<file path="config.mk">
export PLATFORM = sky130hd
export DESIGN_NAME = cubic_bezier_flattener
export DESIGN_NICKNAME = d
export VERILOG_FILES = /design/src/hw/rtl/cbf_pkg.sv /design/src/hw/rtl/cbf_front.sv /design/src/hw/rtl/cbf_queue.sv /design/src/hw/rtl/cbf_stepper.sv /design/src/hw/rtl/cbf_divider.sv /design/src/hw/rtl/cubic_bezier_flattener.sv
export SDC_FILE = /design/constraint.sdc
export NUM_CORES = 2
export LEC_CHECK = 0
export BUFFER_PORTS_ARGS = -buffer_cell sky130_fd_sc_hd__buf_2
export CAP_MARGIN = 30
export CORE_MARGIN = 4
export CORE_UTILIZATION = 51
export CTS_CLUSTER_DIAMETER = 150
export DETAILED_ROUTE_END_ITERATION = 6
export PLACE_DENSITY_LB_ADDON = 0.1
export RECOVER_POWER = 50
export SLEW_MARGIN = 20
export SYNTH_ARGS = -nofsm -noshare
export SYNTH_HDL_FRONTEND = slang
export SYNTH_SLANG_ARGS = --single-unit
export TNS_END_PERCENT = 1
</file>
<file path="constraint.sdc">
create_clock -name clk -period 16 [get_ports clk]
set_input_delay 3.2 -clock clk [delete_from_list [all_inputs] [get_ports clk]]
set_output_delay 3.2 -clock clk [all_outputs]
set_load 0.005 [all_outputs]
</file>
<file path="src/hw/rtl/cbf_pkg.sv">
// Shared widths, types and defaults for the cubic Bezier flattener.
`timescale 1ns / 1ps
`default_nettype none

package cbf_pkg;

  localparam int COORD_W   = 16;
  localparam int COEF_W    = 20;
  localparam int NUM_W     = 44;
  localparam int STEPS_DEF = 64;
  localparam int Q_DEPTH   = 2;

  typedef logic signed [COORD_W-1:0] coord_t;
  typedef logic signed [NUM_W-1:0]   num_t;

  typedef struct packed {
    num_t num;
    num_t d1;
    num_t d2;
    num_t d3;
  } axis_init_t;

  typedef struct packed {
    axis_init_t x;
    axis_init_t y;
  } curve_init_t;

  typedef struct packed {
    logic valid;
    logic first;
    logic last;
    num_t nx;
    num_t ny;
  } pt_num_t;

  typedef struct packed {
    logic   valid;
    logic   first;
    logic   last;
    coord_t x;
    coord_t y;
  } pt_res_t;

endpackage

`default_nettype wire

</file>
<file path="src/hw/rtl/cbf_front.sv">
// Front part: accept control points and build forward-difference start values.
`timescale 1ns / 1ps
`default_nettype none

module cbf_front #(
  parameter int STEPS = cbf_pkg::STEPS_DEF
) (
  input  wire logic                 clk,
  input  wire logic                 rst,
  input  wire logic                 push,
  output logic                      full,
  input  wire cbf_pkg::coord_t      start_x,
  input  wire cbf_pkg::coord_t      start_y,
  input  wire cbf_pkg::coord_t      ctrl1_x,
  input  wire cbf_pkg::coord_t      ctrl1_y,
  input  wire cbf_pkg::coord_t      ctrl2_x,
  input  wire cbf_pkg::coord_t      ctrl2_y,
  input  wire cbf_pkg::coord_t      end_x,
  input  wire cbf_pkg::coord_t      end_y,
  input  wire logic                 q_full,
  output logic                      q_push,
  output cbf_pkg::curve_init_t      q_data
);

  localparam int CW = cbf_pkg::COEF_W;
  localparam int NW = cbf_pkg::NUM_W;
  localparam logic signed [NW-1:0] S1 = NW'(STEPS);
  localparam logic signed [NW-1:0] S2 = NW'(STEPS * STEPS);
  localparam logic signed [NW-1:0] S3 = NW'(STEPS * STEPS * STEPS);

  typedef struct packed {
    logic signed [CW-1:0] a;
    logic signed [CW-1:0] b;
    logic signed [CW-1:0] c;
    cbf_pkg::coord_t      p0;
  } coef_t;

  typedef struct packed {
    logic signed [CW-1:0] a;
    cbf_pkg::num_t        bs;
    cbf_pkg::num_t        cs2;
    cbf_pkg::num_t        p0s3;
  } prod_t;

  function automatic coef_t coeffs(input cbf_pkg::coord_t p0, input cbf_pkg::coord_t p1,
                                   input cbf_pkg::coord_t p2, input cbf_pkg::coord_t p3);
    logic signed [CW-1:0] e0, e1, e2, e3, d10, d21;
    coef_t r;
    e0  = CW'(p0);
    e1  = CW'(p1);
    e2  = CW'(p2);
    e3  = CW'(p3);
    d10 = e1 - e0;
    d21 = e2 - e1;
    r.c  = (d10 <<< 1) + d10;
    r.b  = (d21 <<< 1) + d21 - r.c;
    r.a  = e3 - e0 - r.c - r.b;
    r.p0 = p0;
    return r;
  endfunction

  function automatic prod_t prods(input coef_t cf);
    prod_t r;
    r.a    = cf.a;
    r.bs   = NW'(cf.b) * S1;
    r.cs2  = NW'(cf.c) * S2;
    r.p0s3 = NW'(cf.p0) * S3;
    return r;
  endfunction

  function automatic cbf_pkg::axis_init_t init(input prod_t pr);
    cbf_pkg::num_t a, a6;
    cbf_pkg::axis_init_t r;
    a     = NW'(pr.a);
    a6    = (a <<< 2) + (a <<< 1);
    r.num = pr.p0s3;
    r.d1  = a + pr.bs + pr.cs2;
    r.d2  = a6 + (pr.bs <<< 1);
    r.d3  = a6;
    return r;
  endfunction

  logic                 en;
  logic                 v1, v2, v3;
  coef_t                c1x, c1y;
  prod_t                p2x, p2y;
  cbf_pkg::curve_init_t init3;

  assign en     = !v3 || !q_full;
  assign full   = !en;
  assign q_push = v3 && !q_full;
  assign q_data = init3;

  always_ff @(posedge clk) begin
    if (rst) begin
      v1 <= 1'b0;
      v2 <= 1'b0;
      v3 <= 1'b0;
    end else if (en) begin
      v1 <= push;
      v2 <= v1;
      v3 <= v2;
    end
  end

  always_ff @(posedge clk) begin
    if (en) begin
      c1x     <= coeffs(start_x, ctrl1_x, ctrl2_x, end_x);
      c1y     <= coeffs(start_y, ctrl1_y, ctrl2_y, end_y);
      p2x     <= prods(c1x);
      p2y     <= prods(c1y);
      init3.x <= init(p2x);
      init3.y <= init(p2y);
    end
  end

endmodule

`default_nettype wire

</file>
<file path="src/hw/rtl/cbf_queue.sv">
// Short queue of curve start values between the front and back parts.
`timescale 1ns / 1ps
`default_nettype none

module cbf_queue (
  input  wire logic                 clk,
  input  wire logic                 rst,
  input  wire logic                 push,
  input  wire cbf_pkg::curve_init_t wr_data,
  output logic                      full,
  input  wire logic                 pop,
  output cbf_pkg::curve_init_t      rd_data,
  output logic                      empty
);

  localparam int DEPTH = cbf_pkg::Q_DEPTH;
  localparam int PTR_W = $clog2(DEPTH);
  localparam int CNT_W = $clog2(DEPTH + 1);

  cbf_pkg::curve_init_t mem [DEPTH];
  logic [PTR_W-1:0]     wr_ptr, rd_ptr;
  logic [CNT_W-1:0]     count;

  assign full    = count == CNT_W'(DEPTH);
  assign empty   = count == '0;
  assign rd_data = mem[rd_ptr];

  always_ff @(posedge clk) begin
    if (rst) begin
      wr_ptr <= '0;
      rd_ptr <= '0;
      count  <= '0;
    end else begin
      if (push) wr_ptr <= wr_ptr + PTR_W'(1);
      if (pop) rd_ptr <= rd_ptr + PTR_W'(1);
      count <= count + CNT_W'(push) - CNT_W'(pop);
    end
  end

  always_ff @(posedge clk) begin
    if (push) mem[wr_ptr] <= wr_data;
  end

`ifndef SYNTHESIS
  a_no_overflow: assert property (@(posedge clk) disable iff (rst)
    push && !pop |-> count < CNT_W'(DEPTH))
    else $error("queue written while full");
  a_no_underflow: assert property (@(posedge clk) disable iff (rst)
    pop |-> count != '0)
    else $error("queue read while empty");
  a_ptr_match: assert property (@(posedge clk) disable iff (rst)
    count == '0 |-> rd_ptr == wr_ptr)
    else $error("queue pointers disagree with count");
`endif

endmodule

`default_nettype wire

</file>
<file path="src/hw/rtl/cbf_stepper.sv">
// Back part: walk the curve numerator by forward differences, one step a cycle unless stalled.
`timescale 1ns / 1ps
`default_nettype none

module cbf_stepper #(
  parameter int STEPS = cbf_pkg::STEPS_DEF
) (
  input  wire logic                 clk,
  input  wire logic                 rst,
  input  wire logic                 en,
  input  wire logic                 q_empty,
  input  wire cbf_pkg::curve_init_t q_data,
  output logic                      q_pop,
  output cbf_pkg::pt_num_t          pt
);

  localparam int K_W = $clog2(STEPS);

  function automatic cbf_pkg::axis_init_t step(input cbf_pkg::axis_init_t s);
    cbf_pkg::axis_init_t r;
    r.num = s.num + s.d1;
    r.d1  = s.d1 + s.d2;
    r.d2  = s.d2 + s.d3;
    r.d3  = s.d3;
    return r;
  endfunction

  logic                busy;
  logic [K_W-1:0]      k;
  logic                at_end;
  logic                free;
  cbf_pkg::axis_init_t cx, cy;

  assign at_end = k == K_W'(STEPS - 1);
  assign free   = !busy || at_end;
  assign q_pop  = en && free && !q_empty;

  assign pt.valid = busy;
  assign pt.first = k == '0;
  assign pt.last  = at_end;
  assign pt.nx    = cx.num;
  assign pt.ny    = cy.num;

  always_ff @(posedge clk) begin
    if (rst) begin
      busy <= 1'b0;
    end else if (en && free) begin
      busy <= !q_empty;
    end
  end

  always_ff @(posedge clk) begin
    if (q_pop) begin
      cx <= q_data.x;
      cy <= q_data.y;
      k  <= '0;
    end else if (en && busy) begin
      cx <= step(cx);
      cy <= step(cy);
      k  <= k + K_W'(1);
    end
  end

endmodule

`default_nettype wire

</file>
<file path="src/hw/rtl/cbf_divider.sv">
// Back part: pipelined truncating division of both numerators by STEPS cubed.
`timescale 1ns / 1ps
`default_nettype none

module cbf_divider #(
  parameter int STEPS = cbf_pkg::STEPS_DEF
) (
  input  wire logic             clk,
  input  wire logic             rst,
  input  wire logic             en,
  input  wire cbf_pkg::pt_num_t din,
  output cbf_pkg::pt_res_t      dout
);

  localparam int QUO_W  = cbf_pkg::COORD_W;
  localparam int NW     = cbf_pkg::NUM_W;
  localparam int CUBE   = STEPS * STEPS * STEPS;
  localparam int CUBE_W = $clog2(CUBE);
  localparam int REM_W  = QUO_W + CUBE_W;
  localparam int SH     = CUBE_W - 1;
  localparam int HI_W   = REM_W - SH;
  localparam int PR_W   = 2 * HI_W;
  localparam int LAT    = 4;
  localparam logic [HI_W-1:0]  RCP  = HI_W'((64'd1 << REM_W) / 64'(CUBE));
  localparam logic [REM_W-1:0] DIV1 = REM_W'(CUBE);
  localparam logic [REM_W-1:0] DIV2 = REM_W'(2 * CUBE);

  // Estimate from the top bits; it is low by at most two.
  function automatic logic [HI_W-1:0] quo_est(input logic [REM_W-1:0] m);
    logic [PR_W-1:0] pr;
    pr = PR_W'(m[REM_W-1:SH]) * PR_W'(RCP);
    return pr[PR_W-1:HI_W];
  endfunction

  function automatic logic [REM_W-1:0] rem_of(input logic [REM_W-1:0] m,
                                               input logic [HI_W-1:0]  q);
    return m - REM_W'(q) * DIV1;
  endfunction

  function automatic logic [QUO_W-1:0] quo_fix(input logic [HI_W-1:0]  q,
                                               input logic [REM_W-1:0] r);
    logic [HI_W-1:0] qf;
    if (r >= DIV2) begin
      qf = q + HI_W'(2);
    end else if (r >= DIV1) begin
      qf = q + HI_W'(1);
    end else begin
      qf = q;
    end
    return qf[QUO_W-1:0];
  endfunction

  logic             v     [LAT];
  logic             first [LAT];
  logic             last  [LAT];
  logic             neg_x [LAT];
  logic             neg_y [LAT];
  logic [REM_W-1:0] mag_x [2];
  logic [REM_W-1:0] mag_y [2];
  logic [HI_W-1:0]  qe_x  [2];
  logic [HI_W-1:0]  qe_y  [2];
  logic [REM_W-1:0] rem_x, rem_y;
  logic [QUO_W-1:0] quo_x, quo_y;

  always_ff @(posedge clk) begin
    if (rst) begin
      for (int i = 0; i < LAT; i++) v[i] <= 1'b0;
    end else if (en) begin
      v[0] <= din.valid;
      for (int i = 1; i < LAT; i++) v[i] <= v[i-1];
    end
  end

  always_ff @(posedge clk) begin
    if (en) begin
      neg_x[0] <= din.nx[NW-1];
      neg_y[0] <= din.ny[NW-1];
      first[0] <= din.first;
      last[0]  <= din.last;
      for (int i = 1; i < LAT; i++) begin
        neg_x[i] <= neg_x[i-1];
        neg_y[i] <= neg_y[i-1];
        first[i] <= first[i-1];
        last[i]  <= last[i-1];
      end
      mag_x[0] <= REM_W'(din.nx[NW-1] ? -din.nx : din.nx);
      mag_y[0] <= REM_W'(din.ny[NW-1] ? -din.ny : din.ny);
      mag_x[1] <= mag_x[0];
      mag_y[1] <= mag_y[0];
      qe_x[0]  <= quo_est(mag_x[0]);
      qe_y[0]  <= quo_est(mag_y[0]);
      qe_x[1]  <= qe_x[0];
      qe_y[1]  <= qe_y[0];
      rem_x    <= rem_of(mag_x[1], qe_x[0]);
      rem_y    <= rem_of(mag_y[1], qe_y[0]);
      quo_x    <= quo_fix(qe_x[1], rem_x);
      quo_y    <= quo_fix(qe_y[1], rem_y);
    end
  end

  assign dout.valid = v[LAT-1];
  assign dout.first = first[LAT-1];
  assign dout.last  = last[LAT-1];
  assign dout.x     = neg_x[LAT-1] ? -quo_x : quo_x;
  assign dout.y     = neg_y[LAT-1] ? -quo_y : quo_y;

endmodule

`default_nettype wire

</file>
<file path="src/hw/rtl/cubic_bezier_flattener.sv">
// Top level of the cubic Bezier flattener: front, queue, stepper, divider, output register.
//
//   channel   handshake        payload
//   input     push / full      start_x/y, ctrl1_x/y, ctrl2_x/y, end_x/y
//   result    pop / empty      seg_from_x/y, seg_to_x/y, last_segment
//
// Each curve gives STEPS segments, one per cycle from the stepper while the back part
// is not stalled, and the stepper takes the next curve while it emits the last segment.
// The first segment of a curve reaches the result ports through 3 front stages,
// the queue, the stepper, 4 divider stages and the output register.
// Reset empties every stage and the queue; a held result stalls the back part, and a
// full queue stalls the front part and raises full once its last stage holds a curve.
`timescale 1ns / 1ps
`default_nettype none

module cubic_bezier_flattener #(
  parameter int STEPS = cbf_pkg::STEPS_DEF
) (
  input  wire logic            clk,
  input  wire logic            rst,
  input  wire logic            push,
  output logic                 full,
  input  wire cbf_pkg::coord_t start_x,
  input  wire cbf_pkg::coord_t start_y,
  input  wire cbf_pkg::coord_t ctrl1_x,
  input  wire cbf_pkg::coord_t ctrl1_y,
  input  wire cbf_pkg::coord_t ctrl2_x,
  input  wire cbf_pkg::coord_t ctrl2_y,
  input  wire cbf_pkg::coord_t end_x,
  input  wire cbf_pkg::coord_t end_y,
  output logic                 empty,
  input  wire logic            pop,
  output cbf_pkg::coord_t      seg_from_x,
  output cbf_pkg::coord_t      seg_from_y,
  output cbf_pkg::coord_t      seg_to_x,
  output cbf_pkg::coord_t      seg_to_y,
  output logic                 last_segment
);

  logic                 q_push, q_pop, q_full, q_empty;
  cbf_pkg::curve_init_t q_wr, q_rd;
  cbf_pkg::pt_num_t     pt;
  cbf_pkg::pt_res_t     res;
  logic                 en_b;
  logic                 out_valid;
  cbf_pkg::coord_t      prev_x, prev_y;

  assign en_b  = !out_valid || pop;
  assign empty = !out_valid;

  cbf_front #(.STEPS(STEPS)) u_front (
    .clk     (clk),
    .rst     (rst),
    .push    (push),
    .full    (full),
    .start_x (start_x),
    .start_y (start_y),
    .ctrl1_x (ctrl1_x),
    .ctrl1_y (ctrl1_y),
    .ctrl2_x (ctrl2_x),
    .ctrl2_y (ctrl2_y),
    .end_x   (end_x),
    .end_y   (end_y),
    .q_full  (q_full),
    .q_push  (q_push),
    .q_data  (q_wr)
  );

  cbf_queue u_queue (
    .clk     (clk),
    .rst     (rst),
    .push    (q_push),
    .wr_data (q_wr),
    .full    (q_full),
    .pop     (q_pop),
    .rd_data (q_rd),
    .empty   (q_empty)
  );

  cbf_stepper #(.STEPS(STEPS)) u_stepper (
    .clk     (clk),
    .rst     (rst),
    .en      (en_b),
    .q_empty (q_empty),
    .q_data  (q_rd),
    .q_pop   (q_pop),
    .pt      (pt)
  );

  cbf_divider #(.STEPS(STEPS)) u_divider (
    .clk  (clk),
    .rst  (rst),
    .en   (en_b),
    .din  (pt),
    .dout (res)
  );

  always_ff @(posedge clk) begin
    if (rst) begin
      out_valid <= 1'b0;
    end else if (en_b) begin
      out_valid <= res.valid;
    end
  end

  always_ff @(posedge clk) begin
    if (en_b && res.valid) begin
      seg_to_x     <= res.x;
      seg_to_y     <= res.y;
      seg_from_x   <= res.first ? res.x : prev_x;
      seg_from_y   <= res.first ? res.y : prev_y;
      last_segment <= res.last;
      prev_x       <= res.x;
      prev_y       <= res.y;
    end
  end

`ifndef SYNTHESIS
  a_first_degenerate: assert property (@(posedge clk) disable iff (rst)
    en_b && res.valid && res.first |=> seg_from_x == seg_to_x && seg_from_y == seg_to_y)
    else $error("first segment of a curve is not degenerate");
  a_reset_clear: assert property (@(posedge clk)
    rst |=> empty && !full)
    else $error("reset left items in flight");
  a_chain: assert property (@(posedge clk) disable iff (rst)
    en_b && res.valid && !res.first |=> seg_from_x == $past(prev_x))
    else $error("segment does not start at previous point");
`endif

endmodule

`default_nettype wire
</file>
==> reports/qor.csv <==
metric;value;unit
hpwl;124400;microns
num-nets-final;7610;
rsz0062_at_grt;false;
ys_top_cells_by_area;edfxtp_1 52%, ha_1 9.6%, xnor2_1 4.0%;
crit_fanout;177;
end_kind;register;
fmax;83.76;MHz
multi_input_area;34790;sq um
synth_cell_types;94;
final.setup.tns;0;ns
hold_violations;0;
path_buf_inv;3;
syn_nets;7382;
wl;168300;microns
vias;50222;
routedWlPerCell;18.91;microns
post-route-period-util;74.62;%
clockBufferDepth;3;
synthToLayoutAreaGrowth;10.38;%
cts_tree;built;
cp_common_cell;clkbuf_1;
critical_path_required;16.09;ns
gp_congestion;0.8833;
setup_viol;0;
clk_pin_slew_worst_paths;0.06;ns
die_h;399.2;microns
hold_buffers;0;
relSlewSlack;-508.9;%
final_layout_size_suffix_gt1_share;7.991;%
cts_inserted_buffers;149;
setup.worst_path.class;register to register;
grt_pass1_vias;48450;
seq_area;41250;sq um
synth_edf_count;1363;
yosysTopAreaCell;edfxtp_1;
synthCells;6521;
clk_latency;0.79;ns
cp_slowest_cell;clkbuf_1;
cts_setup_buffers;0;
grt_remaining_overflow;0;
period_needed;11.94;ns
antenna_found_initial;5;
drt-pass1-iter-count;6;
die_area;159300;sq um
antenna_left;0;
drc;0;
seq_area_frac_synth;52.86;%
arrival;12.03;ns
path_delay_family;buffers and inverters;
synth_area;78040;sq um
die_x;399.2;microns
synth_top_area_share;52.45;%
cts_resized;0;
core;152100;sq um
track_usage;20.98;%
clock_skew;0.03803;ns
max_stage_delay;6.48;ns
io_pins;199;
yosys_register_bits;1379;
n_antenna_cell;0;
nFillCells;12695;
cts_max_level;4;
async_reset_ff_share;0;%
failed_checks;capacitance limit, slew limit;
initial_core_util;51.31;%
startpoint_type;register;
rows;143;
synth.avg_cell_area;11.97;sq um
hold_path_class;register to register;
grt_first_pass_wirelength;265100;microns
path_cells;inv_1 > nand3_1 > clkbuf_1 > clkbuf_1;
slew_viol_final;720;
ys_dominant_reg_cell;edfxtp_1;
drtIter0Drc;3444;
outcome;finished with violations;
port_buffers;198;
cap_viol_max_count;11;
clock-root-buffer;clkbuf_16;
worstMarginPinSlew;9.133;ns
grt_max_degree;178;
yosys_warnings;0;
avgViaCountPerCell;5.643;
cts.sinks;1379;
-- area by class of cell --
class / count / area share [%]
sequential: 1379 / 47.89
inverter: 381 / 1.675
timing repair buffer: 237 / 1.470
clock buffer: 186 / 4.597
tap: 2030 / 2.949
multi-input combinational: 4601 / 40.39
clock inverter: 86 / 1.034
-- worst paths after layout --
| kind | start | end | slack [ns] | cells after the start |
|---|---|---|---|---|
| setup / recovery | u_queue.count[0]$_SDFF_PP0_ | u_front.q_data[242]$_DFFE_PN_ | 4.06 | 4 |
| hold / removal | u_front.p2x[22]$_DFFE_PN_ | u_front.q_data[330]$_DFFE_PN_ | 0.41 | 0 |
| hold reg to reg | u_front.p2x[22]$_DFFE_PN_ | u_front.q_data[330]$_DFFE_PN_ | 0.41 | 0 |
| setup reg to reg | u_queue.count[0]$_SDFF_PP0_ | u_front.q_data[242]$_DFFE_PN_ | 4.06 | 4 |
-- worst reg2reg max path, cell delays in order (launching register included) --
cell,delay (ns)
dfxtp_1,0.33
inv_1,0.07
nand3_1,1.42
clkbuf_1,2.63
clkbuf_1,6.49
-- layer usage --
metal / part of all wire (%) / up-vias / GRT usage (%) / wire, microns
met2: 44 / 1067 / 32.32 / 74360
li1: - / 24858 / - / -
met1: 49 / 24090 / 31.34 / 82600
met3: 4.8 / 207 / 3.065 / 8015
met5: 0 / - / 0 / 0
met4: 2.0 / 0 / 5.213 / 3336
-- cell families after synthesis --
family | share of synthesized area (%)
xor gates and xnor gates | 6.115
muxes | 2.722
buffers and inverters | 2.607
and+or+nand+nor | 9.395
DFF | 52.86
AOI/OAI and AO/OA | 13.39
adders and majority gates | 12.92
-- through the flow --
step | hold WS (ns) | std cells | setup slack [ns] | cell area (sq um) | util [%]
finish | 0.4066 | 8900 | 4.061 | 86140 | 56.64
global route | 0.4051 | 8900 | 2.845 | 86140 | 56.64
CTS | 0.4050 | 8894 | 5.533 | 86170 | 56.66
detailed placement | 0.4045 | 8622 | 4.697 | 81320 | 53.47
global placement | 0.4006 | 8617 | 4.792 | 81260 | 53.43
floorplan | 0.4003 | 6521 | 3.322 | 78050 | -
-- state kept, by name (all words and copies together) (netlist names), 6 cells and up, named ones only --
name / flops
prev_y: 16
u_front.q_data: 182
u_divider.mag_x: 31
u_divider.mag_y: 31
prev_x: 16
u_stepper.pt: 88
seg_from_x: 16
u_divider.quo_x: 16
u_front.c1x: 75
u_queue.mem: 364
u_stepper.cx: 108
u_front.p2x: 75
u_front.p2y: 75
u_front.c1y: 75
u_stepper.cy: 108
seg_from_y: 16
u_divider.quo_y: 16
u_divider.qe_x: 17
u_divider.qe_y: 17
u_stepper.k: 6
-- Yosys cell counts (65+ instances only) --
master,number
a211oi_1,65
a21o_1,227
a21oi_1,481
clkbuf_1,130
edfxtp_1,1363
fa_1,128
ha_1,601
inv_1,380
mux2i_1,156
nand2_1,355
nand2b_1,78
nand3_1,136
nor2_1,421
nor2b_1,82
nor3_1,114
o21a_1,75
o21ai_0,336
o21bai_1,66
xnor2_1,360
xor2_1,177
-- layout by cell type, fill, tap and decap left out, types with 24 or more instances in the layout --
master / n
nand3_1: 136
nand2_1: 354
clkinv_1: 24
nor2b_1: 82
clkbuf_1: 70
xnor2_1: 360
a21oi_1: 481
or3_1: 55
o31ai_1: 60
o211ai_1: 44
and3_1: 58
a31oi_1: 42
mux2_2: 50
o41ai_1: 26
a211oi_1: 65
edfxtp_1: 1363
and2_1: 34
mux2i_1: 156
o21bai_1: 66
clkbuf_16: 151
or2_2: 26
nor3_1: 114
inv_1: 378
nor2_1: 420
nand4_1: 45
o21a_1: 75
a21o_1: 227
fa_1: 128
nand2b_1: 78
or4_1: 28
ha_1: 601
buf_2: 171
xor2_1: 177
o21ai_0: 336
Power is left out: the tool's default activity adds up to more than one toggle a clock period on the data nets, which glitch-free logic cannot reach.
